==> src/hw/rtl/sdat_pkg.sv <==
// Shared types, codes and constants of the sorted daily alarm table.
package sdat_pkg;

  // Default table depth.
  localparam int unsigned MaxAlarmsDef = 10;

  // Field widths of one alarm entry and of the input item.
  localparam int unsigned HourW   = 5;
  localparam int unsigned MinuteW = 6;
  localparam int unsigned AmountW = 8;
  localparam int unsigned SlotW   = 4;
  localparam int unsigned CountOutW = 4;
  localparam int unsigned MinsW   = 11;

  // Time arithmetic runs on 13-bit two's complement values.
  localparam int unsigned TimeW = 13;
  localparam logic [TimeW-1:0] MinPerDay = 13'd1440;
  localparam logic [MinsW-1:0] MinsSat   = 11'd2047;

  // Command codes of the input item.
  localparam logic [1:0] CMD_INSERT = 2'd0;
  localparam logic [1:0] CMD_REMOVE = 2'd1;
  localparam logic [1:0] CMD_RETIME = 2'd2;
  localparam logic [1:0] CMD_TICK   = 2'd3;

  // Operation broadcast to every cell of the chain.
  typedef enum logic [1:0] {
    OP_HOLD,
    OP_INSERT,
    OP_REMOVE,
    OP_TICK
  } cell_op_e;

  // One stored alarm.
  typedef struct packed {
    logic [HourW-1:0]   hour;
    logic [MinuteW-1:0] minute;
    logic [AmountW-1:0] amount;
    logic               fired;
  } entry_t;

  // Control word shared by all cells.
  typedef struct packed {
    cell_op_e           op;
    logic [HourW-1:0]   hour;
    logic [MinuteW-1:0] minute;
    logic [AmountW-1:0] amount;
  } cell_ctl_t;

  // Priority flags rippled from each cell to the next one.
  typedef struct packed {
    logic ge;          // this or an earlier cell is at or past the insert point
    logic seen_later;  // an earlier valid cell is later than the given time
    logic seen_fire;   // an earlier cell fires on this tick
    logic seen_rearm;  // an earlier cell re-arms on this tick
  } chain_t;

  // Per-cell match flags collected by the top level.
  typedef struct packed {
    logic dup_hit;
    logic fire_hit;
    logic next_hit;
  } cell_stat_t;

endpackage

==> src/hw/rtl/sdat_cell.sv <==
// One cell of the alarm chain: holds one entry and shifts with its neighbors.
module sdat_cell import sdat_pkg::*; (
  input  logic       clk_i,
  input  logic       rst_ni,
  input  cell_ctl_t  ctl_i,
  input  logic       valid_i,
  input  logic       past_slot_i,
  input  entry_t     left_i,
  input  entry_t     right_i,
  input  chain_t     chain_i,
  output entry_t     entry_o,
  output chain_t     chain_o,
  output cell_stat_t stat_o
);

  entry_t entry_q, entry_d;
  logic   same_time, later, rearm_time, ge;
  logic   fire_hit, rearm_hit;

  // Compare the stored time with the broadcast time.
  always_comb begin
    same_time  = (entry_q.hour == ctl_i.hour) && (entry_q.minute == ctl_i.minute);
    later      = (entry_q.hour > ctl_i.hour) ||
                 ((entry_q.hour == ctl_i.hour) && (entry_q.minute > ctl_i.minute));
    rearm_time = (entry_q.hour == ctl_i.hour) &&
                 ({1'b0, entry_q.minute} == ({1'b0, ctl_i.minute} + 7'd1));
    ge         = chain_i.ge | ~valid_i | later;
    fire_hit   = valid_i & same_time & ~entry_q.fired & ~chain_i.seen_fire;
    rearm_hit  = valid_i & entry_q.fired & rearm_time & ~chain_i.seen_rearm;
  end

  // Pass the priority flags on to the next cell.
  always_comb begin
    chain_o.ge         = ge;
    chain_o.seen_later = chain_i.seen_later | (valid_i & later);
    chain_o.seen_fire  = chain_i.seen_fire | fire_hit;
    chain_o.seen_rearm = chain_i.seen_rearm | rearm_hit;
    stat_o.dup_hit     = valid_i & same_time;
    stat_o.fire_hit    = fire_hit;
    stat_o.next_hit    = valid_i & later & ~chain_i.seen_later;
  end

  // Next content of the cell for each operation.
  always_comb begin
    entry_d = entry_q;
    case (ctl_i.op)
      OP_INSERT: begin
        if (chain_i.ge) begin
          entry_d = left_i;
        end else if (ge) begin
          entry_d.hour   = ctl_i.hour;
          entry_d.minute = ctl_i.minute;
          entry_d.amount = ctl_i.amount;
          entry_d.fired  = 1'b0;
        end
      end
      OP_REMOVE: begin
        if (past_slot_i) begin
          entry_d = right_i;
        end
      end
      OP_TICK: begin
        if (fire_hit) begin
          entry_d.fired = 1'b1;
        end else if (rearm_hit) begin
          entry_d.fired = 1'b0;
        end
      end
      default: begin
        entry_d = entry_q;
      end
    endcase
  end

  always_ff @(posedge clk_i or negedge rst_ni) begin
    if (!rst_ni) begin
      entry_q <= '0;
    end else begin
      entry_q <= entry_d;
    end
  end

  assign entry_o = entry_q;

endmodule

==> src/hw/rtl/sdat_next_time.sv <==
// Minutes from the tick time to the next alarm, saturated to the output range.
module sdat_next_time import sdat_pkg::*; (
  input  logic [HourW-1:0]   now_hour_i,
  input  logic [MinuteW-1:0] now_minute_i,
  input  logic [HourW-1:0]   tgt_hour_i,
  input  logic [MinuteW-1:0] tgt_minute_i,
  input  logic               wrap_i,
  output logic [MinsW-1:0]   minutes_o
);

  logic [TimeW-1:0] now_t, tgt_t, diff;

  // Hour times sixty is built as a shift by six less a shift by two.
  always_comb begin
    now_t = {2'b0, now_hour_i, 6'b0} - {6'b0, now_hour_i, 2'b0} + {7'b0, now_minute_i};
    tgt_t = {2'b0, tgt_hour_i, 6'b0} - {6'b0, tgt_hour_i, 2'b0} + {7'b0, tgt_minute_i};
    diff  = tgt_t + (wrap_i ? MinPerDay : '0) - now_t;
  end

  // Clamp below at zero and above at the largest output value.
  always_comb begin
    if (diff[TimeW-1]) begin
      minutes_o = '0;
    end else if (diff[TimeW-2:MinsW] != '0) begin
      minutes_o = MinsSat;
    end else begin
      minutes_o = diff[MinsW-1:0];
    end
  end

endmodule

==> src/hw/rtl/sorted_daily_alarm_table.sv <==
// Top level of the sorted daily alarm table: control sequencer and cell chain.
//
// The table keeps up to MAX_ALARMS daily alarms sorted by time of day in a
// chain of cells, one entry per cell. Every command but a retime is carried
// out in one pass over the chain, where each cell decides its next content
// from its own entry, its two neighbors and priority flags rippled down the
// chain. An insert, remove or minute tick goes through the chain update, then
// the result load; a retime has one more step, because its remove and its
// insert are two passes of the chain. The input stalls from a transfer until
// its result is loaded into the output register, so a new item is taken only
// when the previous one is through. The next item is taken once the result
// is in the output register, and that register may still be waiting for its
// transfer. A result is held back only while the previous one has not been
// taken.
module sorted_daily_alarm_table import sdat_pkg::*; #(
  parameter int unsigned MAX_ALARMS = MaxAlarmsDef
) (
  input  logic                 clk_i,
  input  logic                 rst_ni,
  input  logic                 in_valid_i,
  output logic                 in_stall_o,
  input  logic [1:0]           command_i,
  input  logic [SlotW-1:0]     slot_i,
  input  logic [HourW-1:0]     hour_i,
  input  logic [MinuteW-1:0]   minute_i,
  input  logic [AmountW-1:0]   amount_i,
  output logic                 out_valid_o,
  input  logic                 out_stall_i,
  output logic                 accepted_o,
  output logic [CountOutW-1:0] entry_count_o,
  output logic                 duplicate_o,
  output logic                 fire_o,
  output logic [AmountW-1:0]   fire_amount_o,
  output logic                 has_next_o,
  output logic [MinsW-1:0]     minutes_to_next_o
);

  localparam int unsigned CW = $clog2(MAX_ALARMS + 1);
  localparam int unsigned SW = (CW > SlotW) ? CW : SlotW;

  localparam logic [1:0] ST_IDLE   = 2'd0;
  localparam logic [1:0] ST_EXEC   = 2'd1;
  localparam logic [1:0] ST_INSERT = 2'd2;
  localparam logic [1:0] ST_FINISH = 2'd3;

  logic [1:0]         state_q, state_d;
  logic [CW-1:0]      count_q, count_d;
  logic [1:0]         cmd_q;
  logic [SlotW-1:0]   slot_q;
  logic [HourW-1:0]   hour_q;
  logic [MinuteW-1:0] minute_q;
  logic [AmountW-1:0] amount_q, amount_d;

  // Result fields gathered during the chain pass.
  logic               res_acc_q, res_acc_d;
  logic               res_dup_q, res_dup_d;
  logic               res_fire_q, res_fire_d;
  logic [AmountW-1:0] res_famt_q, res_famt_d;
  logic               res_hasn_q, res_hasn_d;
  logic [HourW-1:0]   tgt_hour_q, tgt_hour_d;
  logic [MinuteW-1:0] tgt_min_q, tgt_min_d;
  logic               tgt_wrap_q, tgt_wrap_d;

  // Output register.
  logic                 out_valid_q, out_valid_d;
  logic                 out_acc_q;
  logic [CountOutW-1:0] out_count_q;
  logic                 out_dup_q;
  logic                 out_fire_q;
  logic [AmountW-1:0]   out_famt_q;
  logic                 out_hasn_q;
  logic [MinsW-1:0]     out_mins_q;
  logic                 out_load;

  cell_ctl_t  ctl;
  entry_t     entries [MAX_ALARMS];
  chain_t     chain   [MAX_ALARMS+1];
  cell_stat_t stats   [MAX_ALARMS];
  logic [MAX_ALARMS-1:0] cell_valid, at_slot, past_slot;

  logic               dup_any, fire_any, next_any;
  logic [AmountW-1:0] fire_amt, keep_amt;
  logic [HourW-1:0]   next_hour;
  logic [MinuteW-1:0] next_min;
  logic               slot_ok, room_ok;
  logic [MinsW-1:0]   calc_mins;

  logic in_xfer, out_xfer;

  assign in_stall_o = (state_q != ST_IDLE);
  assign in_xfer    = in_valid_i & ~in_stall_o;
  assign out_xfer   = out_valid_q & ~out_stall_i;

  // The cell chain.
  assign chain[0] = '0;

  for (genvar i = 0; i < MAX_ALARMS; i++) begin : g_cell
    entry_t left_e, right_e;

    assign cell_valid[i] = CW'(i) < count_q;
    assign at_slot[i]    = SW'(i) == SW'(slot_q);
    assign past_slot[i]  = SW'(i) >= SW'(slot_q);

    if (i == 0) begin : g_first
      assign left_e = '0;
    end else begin : g_inner_left
      assign left_e = entries[i-1];
    end

    if (i == MAX_ALARMS - 1) begin : g_last
      assign right_e = '0;
    end else begin : g_inner_right
      assign right_e = entries[i+1];
    end

    sdat_cell u_cell (
      .clk_i      (clk_i),
      .rst_ni     (rst_ni),
      .ctl_i      (ctl),
      .valid_i    (cell_valid[i]),
      .past_slot_i(past_slot[i]),
      .left_i     (left_e),
      .right_i    (right_e),
      .chain_i    (chain[i]),
      .entry_o    (entries[i]),
      .chain_o    (chain[i+1]),
      .stat_o     (stats[i])
    );
  end

  // Gather the per-cell matches; at most one cell raises the fire and next hit flags.
  always_comb begin
    dup_any   = 1'b0;
    fire_any  = 1'b0;
    next_any  = 1'b0;
    fire_amt  = '0;
    keep_amt  = '0;
    next_hour = '0;
    next_min  = '0;
    for (int i = 0; i < MAX_ALARMS; i++) begin
      dup_any  = dup_any | stats[i].dup_hit;
      fire_any = fire_any | stats[i].fire_hit;
      next_any = next_any | stats[i].next_hit;
      if (stats[i].fire_hit) begin
        fire_amt = fire_amt | entries[i].amount;
      end
      if (at_slot[i] && cell_valid[i]) begin
        keep_amt = keep_amt | entries[i].amount;
      end
      if (stats[i].next_hit) begin
        next_hour = next_hour | entries[i].hour;
        next_min  = next_min | entries[i].minute;
      end
    end
  end

  assign slot_ok = SW'(slot_q) < SW'(count_q);
  assign room_ok = count_q < CW'(MAX_ALARMS);

  // Sequencer: picks the chain operation and collects the result fields.
  always_comb begin
    state_d    = state_q;
    count_d    = count_q;
    amount_d   = amount_q;
    res_acc_d  = res_acc_q;
    res_dup_d  = res_dup_q;
    res_fire_d = res_fire_q;
    res_famt_d = res_famt_q;
    res_hasn_d = res_hasn_q;
    tgt_hour_d = tgt_hour_q;
    tgt_min_d  = tgt_min_q;
    tgt_wrap_d = tgt_wrap_q;
    out_load   = 1'b0;
    ctl.op     = OP_HOLD;
    ctl.hour   = hour_q;
    ctl.minute = minute_q;
    ctl.amount = amount_q;
    case (state_q)
      ST_IDLE: begin
        if (in_xfer) begin
          state_d = ST_EXEC;
        end
      end
      ST_EXEC: begin
        res_dup_d  = dup_any;
        res_fire_d = 1'b0;
        res_famt_d = '0;
        res_hasn_d = 1'b0;
        state_d    = ST_FINISH;
        case (cmd_q)
          CMD_INSERT: begin
            res_acc_d = room_ok;
            if (room_ok) begin
              ctl.op  = OP_INSERT;
              count_d = count_q + 1'b1;
            end
          end
          CMD_REMOVE: begin
            res_acc_d = slot_ok;
            if (slot_ok) begin
              ctl.op  = OP_REMOVE;
              count_d = count_q - 1'b1;
            end
          end
          CMD_RETIME: begin
            res_acc_d = slot_ok;
            if (slot_ok) begin
              ctl.op   = OP_REMOVE;
              count_d  = count_q - 1'b1;
              amount_d = keep_amt;
              state_d  = ST_INSERT;
            end
          end
          default: begin
            // Minute tick.
            ctl.op     = OP_TICK;
            res_acc_d  = 1'b1;
            res_fire_d = fire_any;
            res_famt_d = fire_amt;
            res_hasn_d = (count_q != '0);
            if (next_any) begin
              tgt_hour_d = next_hour;
              tgt_min_d  = next_min;
              tgt_wrap_d = 1'b0;
            end else begin
              tgt_hour_d = entries[0].hour;
              tgt_min_d  = entries[0].minute;
              tgt_wrap_d = 1'b1;
            end
          end
        endcase
      end
      ST_INSERT: begin
        // Second pass of a retime: put the entry back at its new time.
        ctl.op  = OP_INSERT;
        count_d = count_q + 1'b1;
        state_d = ST_FINISH;
      end
      default: begin
        // Hand the result to the output register once it is free.
        if (!out_valid_q || !out_stall_i) begin
          out_load = 1'b1;
          state_d  = ST_IDLE;
        end
      end
    endcase
  end

  sdat_next_time u_next_time (
    .now_hour_i  (hour_q),
    .now_minute_i(minute_q),
    .tgt_hour_i  (tgt_hour_q),
    .tgt_minute_i(tgt_min_q),
    .wrap_i      (tgt_wrap_q),
    .minutes_o   (calc_mins)
  );

  always_comb begin
    out_valid_d = out_valid_q;
    if (out_load) begin
      out_valid_d = 1'b1;
    end else if (out_xfer) begin
      out_valid_d = 1'b0;
    end
  end

  // Control state.
  always_ff @(posedge clk_i or negedge rst_ni) begin
    if (!rst_ni) begin
      state_q     <= ST_IDLE;
      count_q     <= '0;
      out_valid_q <= 1'b0;
    end else begin
      state_q     <= state_d;
      count_q     <= count_d;
      out_valid_q <= out_valid_d;
    end
  end

  // Item capture and result fields.
  always_ff @(posedge clk_i) begin
    if (in_xfer) begin
      cmd_q    <= command_i;
      slot_q   <= slot_i;
      hour_q   <= hour_i;
      minute_q <= minute_i;
      amount_q <= amount_i;
    end else begin
      amount_q <= amount_d;
    end
    res_acc_q  <= res_acc_d;
    res_dup_q  <= res_dup_d;
    res_fire_q <= res_fire_d;
    res_famt_q <= res_famt_d;
    res_hasn_q <= res_hasn_d;
    tgt_hour_q <= tgt_hour_d;
    tgt_min_q  <= tgt_min_d;
    tgt_wrap_q <= tgt_wrap_d;
    if (out_load) begin
      out_acc_q   <= res_acc_q;
      out_count_q <= CountOutW'(count_q);
      out_dup_q   <= res_dup_q;
      out_fire_q  <= res_fire_q;
      out_famt_q  <= res_famt_q;
      out_hasn_q  <= res_hasn_q;
      out_mins_q  <= res_hasn_q ? calc_mins : '0;
    end
  end

  assign out_valid_o       = out_valid_q;
  assign accepted_o        = out_acc_q;
  assign entry_count_o     = out_count_q;
  assign duplicate_o       = out_dup_q;
  assign fire_o            = out_fire_q;
  assign fire_amount_o     = out_famt_q;
  assign has_next_o        = out_hasn_q;
  assign minutes_to_next_o = out_mins_q;

`ifndef SYNTHESIS
  // The entry count never exceeds the table depth.
  a_count_bound: assert property (@(posedge clk_i) disable iff (!rst_ni)
    count_q <= CW'(MAX_ALARMS))
    else $error("entry count exceeds table depth");

  // An insert into a table with room grows it by one entry.
  a_insert_grows: assert property (@(posedge clk_i) disable iff (!rst_ni)
    (state_q == ST_EXEC && cmd_q == CMD_INSERT && room_ok)
    |=> count_q == CW'($past(count_q) + 1'b1))
    else $error("insert did not grow the table");

  // The second pass of a retime restores the count that its remove lowered.
  a_retime_insert: assert property (@(posedge clk_i) disable iff (!rst_ni)
    (state_q == ST_INSERT) |=> count_q == CW'($past(count_q) + 1'b1))
    else $error("retime insert pass lost an entry");

  // A fired result only comes from an applied tick on a nonempty table.
  a_fire_is_tick: assert property (@(posedge clk_i) disable iff (!rst_ni)
    (out_valid_q && out_fire_q) |-> (out_acc_q && out_hasn_q))
    else $error("fire reported without a tick on a nonempty table");
`endif

endmodule

==> config.mk <==
export PLATFORM = sky130hd
export DESIGN_NAME = sorted_daily_alarm_table
export DESIGN_NICKNAME = d
export VERILOG_FILES = /design/src/hw/rtl/sdat_pkg.sv /design/src/hw/rtl/sdat_cell.sv /design/src/hw/rtl/sdat_next_time.sv /design/src/hw/rtl/sorted_daily_alarm_table.sv
export SDC_FILE = /design/constraint.sdc
export NUM_CORES = 1
export LEC_CHECK = 0
export BUFFER_PORTS_ARGS = -buffer_cell sky130_fd_sc_hd__buf_2
export CAP_MARGIN = 15
export CORE_ASPECT_RATIO = 0.9
export CORE_MARGIN = 5
export CORE_UTILIZATION = 38
export DETAILED_ROUTE_END_ITERATION = 12
export PLACE_DENSITY = 0.59
export SYNTH_ARGS = -nofsm -noshare
export SYNTH_HDL_FRONTEND = slang
export SYNTH_SLANG_ARGS = --single-unit
==> constraint.sdc <==
create_clock -name clk_i -period 12.26 [get_ports clk_i]
set_input_delay 1.839 -clock clk_i [delete_from_list [all_inputs] [get_ports clk_i]]
set_output_delay 1.839 -clock clk_i [all_outputs]
set_load 0.05 [all_outputs]
-- Yosys cells after proc, flatten, opt, wreduce, memory -nomap -nowiden
Cells that the tools add are included.
- flip-flop bits (word level): 283
- input port bits: 29
- add/sub/neg operators: 9
- $lt $le $gt $ge: 42
- equal/unequal tests: 80
- multiplexer cells: 136
- bitwise gates (word level): 228
- reduce and logical (&&, ||, !) cells: 94
- operator list (kind ; number):
    two-way mux 20 bit ; 29
    one-hot mux 19 bit (2 select lines) ; 10
    two-way mux 8 bit ; 24
    OR 8 bit ; 18
    bitwise AND 1 bit ; 79
    == test 6 x 7 -> 1 bit ; 10
    two-way mux 6 bit ; 11
    OR 1 bit ; 62
    == test 6 bit ; 10
    greater-than comparator 6 bit ; 10
    inequality test 3 x 1 -> 1 bit, second input constant ; 19
    two-way mux 5 bit ; 11
    OR 6 bit ; 9
    inverter 1 bit ; 51
    == test 5 bit ; 10
    greater-than comparator 5 bit ; 10
    OR 5 bit ; 9
    AND reduction 4 bit ; 11
    logical AND 1 bit ; 40
    AND reduction 3 bit ; 11
    one-hot mux 1 bit (3 select lines) ; 10
    two-way mux 1 bit ; 28
    adder 13 x 6 -> 13 bit ; 2
    subtractor 11 x 7 -> 12 bit ; 2
    42 further kinds ; 103

-- Logic depth before layout (Yosys ltp)
Gate-level depths: netlist of the first run.
- word-level depth: 33
- mapped depth: 19
- gate-level depth less buffers: 17

-- Cells and area by module
From an unflattened synthesis of the first run, not the netlist that was laid out.
- cells, all modules: 2390
- area total of the unflattened synthesis: 22811.9 um2
- modules (own cells, without submodules) (module ; instances ; cells each ; area an instance (um2) ; seq. area each (um2)):
    sdat_cell (g_cell[1].u_cell ...) ; 8 ; 174 ; 1621.6 ; 500.5
    sorted_daily_alarm_table ; 1 ; 412 ; 4859.7 ; 2457.4
    sdat_cell (g_cell[0].u_cell) ; 1 ; 219 ; 1844.3 ; 500.5
    sdat_cell (g_cell[6].u_cell) ; 1 ; 191 ; 1699.1 ; 500.5
    sdat_next_time ; 1 ; 176 ; 1436.4 ; 0.0

-- Worst setup path after synthesis of the first run
Ideal clock, no wire load.
- path kind: reg-to-reg
- from: reg hour_q[0]
- to: reg out_mins_q[2] (netlist: minutes_to_next_o[2]) (data pin)
- setup time: 0.266 ns
- arrival: 4.666 ns
- slack: 7.328 ns
- cell stages (with the launch flop): 19
- buffers on the path: 2
- path through: edfxtp_1 > clkbuf_1 > inv_1 > ha_1 > xnor2_1 > fa_1 > inv_1 > fa_1 > ha_1 > ha_1 > a21o_1 > a21oi_1 > o21bai_1 > a2111oi_0 > o31ai_1 > xnor2_1 > nand2_1 > clkbuf_1 > nor2_1
- word-level cells in the longest chain between the ends: 4
- RTL lines (what ; line ; RTL):
    start: declaration ; sorted_daily_alarm_table.sv:50 ; logic [HourW-1:0] hour_q;
    start signal: assignment ; sorted_daily_alarm_table.sv:285 ; hour_q <= hour_i;
    subtractor 11 x 7 -> 12 bit (*) ; sdat_next_time.sv:15 ; now_t = {2'b0, now_hour_i, 6'b0} - {6'b0, now_hour_i, 2'b0} + {7'b0, now_minute_i};
    adder 13 x 6 -> 13 bit (*) ; sdat_next_time.sv:15 ;
    subtractor 13 bit (*) ; sdat_next_time.sv:17 ; diff = tgt_t + (wrap_i ? MinPerDay : '0) - now_t;
    two-way mux 11 bit or OR reduction 2 bit (tied branches) ; - ;
    end signal: assignment ; sorted_daily_alarm_table.sv:306 ; out_mins_q <= res_hasn_q ? calc_mins : '0;
    end: declaration ; sorted_daily_alarm_table.sv:72 ; logic [MinsW-1:0] out_mins_q;
Mark *: on every way between the ends. The rest lies on a longest branch, timed or not.
A chain may end at the register's enable or synchronous reset.

-- Worst setup path after layout of the first run
- from: reg minute_q[2]
- to: reg g_cell[8].u_cell.entry_q (netlist bit g_cell[8].u_cell.entry_o[18])
- word-level cells in the longest chain between the ends: 22
- RTL lines (what ; line ; RTL):
    start: declaration ; sorted_daily_alarm_table.sv:51 ; logic [MinuteW-1:0] minute_q;
    start signal: assignment ; sorted_daily_alarm_table.sv:286 ; minute_q <= minute_i;
    greater-than comparator 6 bit ; sdat_cell.sv:24 ; ((entry_q.hour == ctl_i.hour) && (entry_q.minute > ctl_i.minute));
    logical AND 1 bit ; sdat_cell.sv:24 ;
    logical OR 1 bit ; sdat_cell.sv:23 ; later = (entry_q.hour > ctl_i.hour) ||
    OR 1 bit (17 in series) ; sdat_cell.sv:27 ; ge = chain_i.ge | ~valid_i | later;
    inequality test 3 x 1 -> 1 bit (no line) ; - ;
    AND reduction 3 bit (no line) ; - ;
    end signal: assignment ; sdat_cell.sv:79 ; entry_q <= entry_d;
    end: declaration ; sdat_cell.sv:16 ; entry_t entry_q, entry_d;
Several ways; a longest one is shown, not always the timed one.

==> reports/qor.txt, run 1 <==
Depth of the worst register-to-register path: 12
Achievable Freq: 168 MHz
Post-synthesis cell area: 0.0225 sq mm
Worst hold path depth: 0
Synth unique cells: 94
CP endpoint kind: register
Share of cells above drive strength 1: 12.1%
DP Worst Slack: 6.52 ns
Clk_lat worst skew: 0.58 ns
Total number of vias: 20,900
Vias in the first global route: 19,800
Min-delay src: res_famt_q[2]
Clock transition at path regs: 0.06 ns
Post-Synth XOR/XNOR Area: 4.04%
Critical path's slowest cell: nand3_1
Max-Cap Viols: 0
Critical Path AT: 6.39 ns
Final Wtd Congestion: 0.963
Post-Syn Instances: 2,404
Setup crit start kind: register
Critical register-to-register path startpoint: minute_q[2]
Reg2reg setup slack: 6.32 ns
Crit path max-delay family: simple AND/OR/NAND/NOR gates
Setup_tns: 0 ns
Ys flop type: dfrtp_1
CP max FO: 30
Critical R2R Capture: g_cell[8].u_cell.entry_o[18]
Power per cell area: 339 mW/mm^2
Synth Area in Compound Gates: 23.1%
# port buffers: 57
Final Routed Wirelength: 89.6 mm
Die height: 241 microns
Crit-path cells: buf_4, inv_1, ha_1, and4_1, nand3_1, o22ai_1, or2_2, nand3_2, buf_4, or3_1, nand3_1, o211ai_1
Avg Cell Area, Syn: 9.35 sq um
Initial antenna violation count: 0
Fin. Hold Viols: 0
Crit path buffers/inverters: 3
DP Wirelength: 65.3 mm
RSZ-0062 raised after global routing: no
Register area share after synthesis: 33.2%
CORE AREA: 0.0585 sq mm
WP data required: 12.71 ns
Hold buffer count at cts: 0
I/O Pins: 58
Synth warn: 0
Post-Synth Simple-Gate Area: 15.4%
CTS Buffer Depth: 3
Post-synth EDFFs: 76
Via-to-Cell Ratio: 6.54
Adder-Cell Fraction of Synth Area: 10.2%
Root buffer cell: clkbuf_16
Hold crit path type: register to register
Leakage: 0.00984 uW
Status: finished, final reports clean
First-pass GRT wire length: 133 mm
Remaining Overflow, GRT: 0
VDD IR-drop max: 0.000165 V
Seq cells post-synth: 283
Final setup vio count: 0
N_diodes: 0
TritonCTS sink count: 283
Ys async rst share: 73.1%
Setup Skew: 0.0302 ns
Hold EP: fire_amount_o[2]
Pre-Repair DR Iteration Count: 5
Post-route setup slack: 6.32 ns
Largest net degree at the start of global routing: 78
TritonCTS clock tree: built
Die Width: 266 microns
WL/cell: 28.1 microns
Area Overhead vs Synth: 10.0%
Row cnt: 84
Mux contribution to synthesized area: 8.64%
Residual DRC count: 0
Final core occ: 42.2%
Antenna viol nets, final: 0
Syn_nets: 2,608
# Post-CTS Setup Buffers: 0
Critical path's largest stage delay: 0.96 ns
Iter 0 DRT Violations: 2,702
Initial Util: 38.4%
Final Critical Period: 5.94 ns
Final count of pins violating max slew: 0
Total GRT Usage: 27.1%
H-tree depth: 2
Worst slew margin: 17.9%
Measured slew at the worst slew-check pin: 1.23 ns
NumNets Final: 2,590
CTS resizes: 0
Ratio of final minimum period to clock period: 48.4%
Die area: 0.0641 sq mm
Setup CP Type: register to register
Largest family of logic cells by synthesized area: compound AO/OA/AOI/OAI gates
CTS buffer count: 37
==> routing by layer <==
layer	vias up	track usage (%)	wire, microns
met4	0	7.64	2540
met3	168	6.53	9820
met2	1211	39.5	37200
met5	-	0	0
li1	9149	-	-
met1	10300	40.1	40000
==> how the worst max path moves through the flow <==
stage | from | endpoint | slack, ns | cells past startpoint
after floorplan | hour_q[0] | minutes_to_next_o[2] | 7.33 | 18
after global placement | minute_q[2] | g_cell[8].u_cell.entry_o[8] | 6.60 | 12
after detailed placement | minute_q[2] | g_cell[8].u_cell.entry_o[8] | 6.52 | 12
after global routing | minute_q[2] | g_cell[8].u_cell.entry_o[19] | 6.23 | 12
after CTS | minute_q[2] | g_cell[8].u_cell.entry_o[10] | 6.54 | 12
final | minute_q[2] | g_cell[8].u_cell.entry_o[18] | 6.32 | 12
==> metrics by stage <==
step	power, uW	instances	cell area, sq um	hold WS, ns
after floorplan	5490	2404	22500	0.400
after global placement	7050	3118	23500	0.402
after detailed placement	7150	3119	23500	0.405
after CTS	8240	3186	24700	0.417
after global routing	8870	3188	24700	0.428
final	8390	3188	24700	0.415
==> cells by family (layout without fill, tap and decap cells) <==
family,count (synthesis),after routing
AND/OR/NAND/NOR,663,663
adder cells (fa/ha/maj),175,175
AO/OA/AOI/OAI,721,721
XOR/XNOR,70,70
multiplexers,186,186
buffers and inverters,306,316
flip-flops,283,283
==> synthesized netlist by cell type (all sizes together) (20+ instances only) <==
cell type | number | area, sq um
xnor2 | 36 | 334
buf | 43 | 211
mux2 | 64 | 721
edfxtp | 76 | 2280
nor3 | 73 | 370
nand2 | 192 | 723
o211ai | 68 | 510
nor2 | 92 | 348
clkbuf | 127 | 477
a221o | 21 | 210
nor2b | 25 | 156
nand2b | 26 | 163
dfrtp | 207 | 5180
a41oi | 26 | 228
ha | 162 | 2030
nor4 | 31 | 243
o221a | 20 | 225
xnor3 | 20 | 450
nand4 | 35 | 219
o21ai | 142 | 711
o2bb2ai | 21 | 184
o31ai | 35 | 263
a22o | 39 | 342
a221oi | 34 | 317
inv | 133 | 499
a211oi | 20 | 150
mux2i | 122 | 1220
nand3 | 80 | 400
a22oi | 31 | 233
a21oi | 125 | 626
==> power breakdown <==
| group | internal [uW] | switching, uW | total, uW |
|---|---|---|---|
| sequential | 1460 | 670 | 2130 |
| clock | 596 | 463 | 1060 |
| combinational | 1980 | 3230 | 5210 |
==> area by class of cell <==
type,count,area [sq um]
Sequential cell,283,7460
Multi-Input combinational cell,1815,13900
Fill cell,5662,33800
Timing Repair Buffer,113,737
Inverter,136,510
Clock inverter,18,146
Tap cell,774,968
Clock buffer,49,991
==> flip-flops by register name, summed over array words and instances (netlist names), 2 cells and up <==
signal	flops
count_q	4
minute_q	6
tgt_hour_q	5
g_cell.u_cell.entry_o	200
amount_q	8
slot_q	4
entry_count_o	4
hour_q	5
res_famt_q	8
tgt_min_q	6
cmd_q	2
state_q	2
fire_amount_o	8
minutes_to_next_o	11
==> placed cells by master (no fill, tap or decap), drive strengths merged, types with 15 or more instances in the layout <==
master,instances
o221a,20
a41oi,26
inv,136
dfrtp,207
nor2,92
nand4,35
nor3,73
o211ai,68
a22o,39
ha,162
nand3,80
nand2b,26
mux2i,122
o221ai,19
nand2,192
xnor3,20
a22oi,31
nor4,31
o21ai,142
o2bb2ai,21
a211oi,20
a221oi,34
xnor2,36
or3,16
buf,113
nor2b,25
a21oi,125
clkinv,15
clkbuf,49
and3,18
edfxtp,76
o31ai,35
mux2,64
a221o,21
No activity file was read; power rests on OpenSTA's default activity.
==> inputs of run 2 (changes only) <==
ABC_AREA = 1   (was unset)
clock period = 5.6 ns   (was 12.26 ns; I/O delays follow)
==> run 2 against run 1 <==
Synthesized cell count rose by 27%; routed wire length fell by 5.9%; combinational power rose by 96%; flip-flop and latch count did not move; global-route usage fell by 1.1 points; critical path depth rose by 9; core utilization rose by 0.20 points; critical endpoint is now minutes_to_next_o[8].
==> reports/qor.txt, run 2 <==
Post-Syn Instances: 3,057
Post-synth EDFFs: 76
Vias in the first global route: 21,500
Ratio of final minimum period to clock period: 88.7%
Pre-Repair DR Iteration Count: 6
Number of flip-flops in the largest register: 200
# Post-CTS Setup Buffers: 0
Setup crit start kind: register
H-tree depth: 2
Crit path buffers/inverters: 3
Achievable Freq: 201 MHz
Hold crit path type: primary input to async pin
Clk_lat worst skew: 0.56 ns
Most frequent cells in the layout: nand2_1, inv_1, nor2_1
Initial Util: 38.5%
# port buffers: 57
CTS resizes: 0
Root buffer cell: clkbuf_16
Crit-path cells: nor2_1, nand2_1, xor2_1, inv_1, fa_1, inv_1, fa_1, fa_1, ha_1, nand2_1, a21oi_1, or2_2, nand2_1, nand2_1, a21oi_1, inv_1, a21oi_1, o21ai_0, xor2_1, a21oi_1, nor2_1
Register area share after synthesis: 33.9%
Area share of the largest cell type after synthesis: 23.5%
Final Routed Wirelength: 84.3 mm
Final Critical Period: 4.97 ns
Critical Path AT: 5.36 ns
Syn_nets: 3,261
Fin. Hold Viols: 0
VDD IR-drop max: 0.000389 V
Initial antenna violation count: 0
Crit path max-delay family: adder cells
Final core occ: 42.4%
Fill cell total of the finished layout: 5,938
Die area: 0.0629 sq mm
Commonest cells post-synth: nand2_1, inv_1, nor2_1, nand3_1, o21ai_0
Critical path's slowest cell: xor2_1
Largest net degree at the start of global routing: 139
Total GRT Usage: 26.0%
Final setup vio count: 0
Most instantiated library cell after synthesis: nand2_1
Clock transition at path regs: 0.06 ns
WP data required: 5.99 ns
Post-route setup slack: 0.630 ns
Hold buffer count at cts: 0
Most common cell after layout, fill and taps aside: nand2_1
Power per cell area: 679 mW/mm^2
Via-to-Cell Ratio: 5.79
Worst path depth: 21
Clock power frac: 14.2%
Min Hold Slack: 0.302 ns
Switching Share: 54.6%
Ys flop type: dfrtp_1
Die height: 238 microns
Post-synthesis cell area: 0.0220 sq mm
Row cnt: 83
Synth unique cells: 53
WL/cell: 21.9 microns
CTS Buffer Depth: 3
Int Pwr: 7480 uW
Setup_tns: 0 ns
Finished Layout Cells: 3,856
Gate power share: 62.1%
Area Overhead vs Synth: 10.3%
Synth top area cells: dfrtp_1, nand2_1, edfxtp_1, ha_1, inv_1
Status: finished, final reports clean
Setup CP Type: register to register
NumNets Final: 3,269
Total number of vias: 22,300
CP endpoint kind: register
Die Width: 264 microns
Seq cells post-synth: 283
N_diodes: 0
Share of cells above drive strength 1: 7.28%
First-pass GRT wire length: 129 mm
Critical path's largest stage delay: 0.68 ns
Synth warn: 0
Final Wtd Congestion: 0.980
Antenna viol nets, final: 0
Residual DRC count: 0
Max-Cap Viols: 0
Remaining Overflow, GRT: 0
TritonCTS sink count: 283
Placed cells: 3,792
Cell taking the most area after synthesis: dfrtp_1
Ys async rst share: 73.1%
Multi-input gate area: 0.0126 sq mm
Measured slew at the worst slew-check pin: 1.13 ns
CTS buffer count: 35
Critical register-to-register path startpoint: hour_q[2]
CP max FO: 11
Final count of pins violating max slew: 0
DP Worst Slack: 0.704 ns
CORE AREA: 0.0572 sq mm
Depth of the worst register-to-register path: 21
Storage element area: 0.00746 sq mm
Leakage: 0.0112 uW
TritonCTS clock tree: built
Switch Pwr: 9000 uW
Seq pwr share: 23.7%
Crit path launch: hour_q[2]
I/O Pins: 58
Setup Skew: 0.0275 ns
Worst slew margin: 24.7%
DP Wirelength: 63.5 mm
RSZ-0062 raised after global routing: no
Iter 0 DRT Violations: 2,533
Avg Cell Area, Syn: 7.20 sq um
==> run 2: final timing paths <==
check / to / slack (ns)
setup / recovery: minutes_to_next_o[8] / 0.63
hold / removal: g_cell[9].u_cell.entry_o[6] / 0.30
setup reg to reg: minutes_to_next_o[8] / 0.63
hold reg to reg: fire_amount_o[3] / 0.42
max in group asynchronous: g_cell[0].u_cell.entry_o[10] / 3.88
min in group clk_i: fire_amount_o[3] / 0.42
==> run 2: final cells by class <==
| cell class | instances | area share [%] |
|---|---|---|
| clock buffers | 52 | 4.25 |
| repair buffers | 113 | 3.04 |
| flip-flops and latches | 283 | 30.7 |
| inverters | 361 | 5.61 |
| multi-input cells | 2271 | 52.0 |
| clock inverters | 11 | 0.438 |
| well taps | 765 | 3.94 |
==> run 2: cells by family (layout without fill, tap and decap cells) <==
| group | count (synthesis) | in the layout | share of synthesized area, % |
|---|---|---|---|
| XOR/XNOR | 38 | 38 | 1.51 |
| AND/OR/NAND/NOR | 1448 | 1448 | 28.0 |
| multiplexers | 3 | 3 | 0.153 |
| buffers and inverters | 503 | 537 | 8.90 |
| AO/OA/AOI/OAI | 607 | 607 | 17.1 |
| adder cells (fa/ha/maj) | 175 | 175 | 10.4 |
| flip-flops | 283 | 283 | 33.9 |
==> run 2: metrics by stage <==
step | power (uW) | instance area [sq um]
after floorplan | 10700 | 22000
after global placement | 13700 | 23100
after detailed placement | 14000 | 23100
after CTS | 16300 | 24300
after global routing | 17800 | 24300
final | 16500 | 24300
==> run 2: power by group through the flow <==
stage | sequential (uW) | combinational (uW) | clock, uW
final | 3910 | 10200 | 2340
after global routing | 3970 | 11300 | 2460
after CTS | 3890 | 10100 | 2380
after detailed placement | 3910 | 10000 | 0
after global placement | 3910 | 9830 | 0
after floorplan | 3810 | 6900 | 0
==> run 2: layer usage <==
layer	up-vias	global-route usage (%)	share of wire [%]	wire, microns
met2	1047	42.8	46	38800
met1	10700	34.7	41	34800
met5	-	0	0	0
met3	235	3.77	7.8	6600
met4	0	10.7	4.9	4100
li1	10400	-	-	-
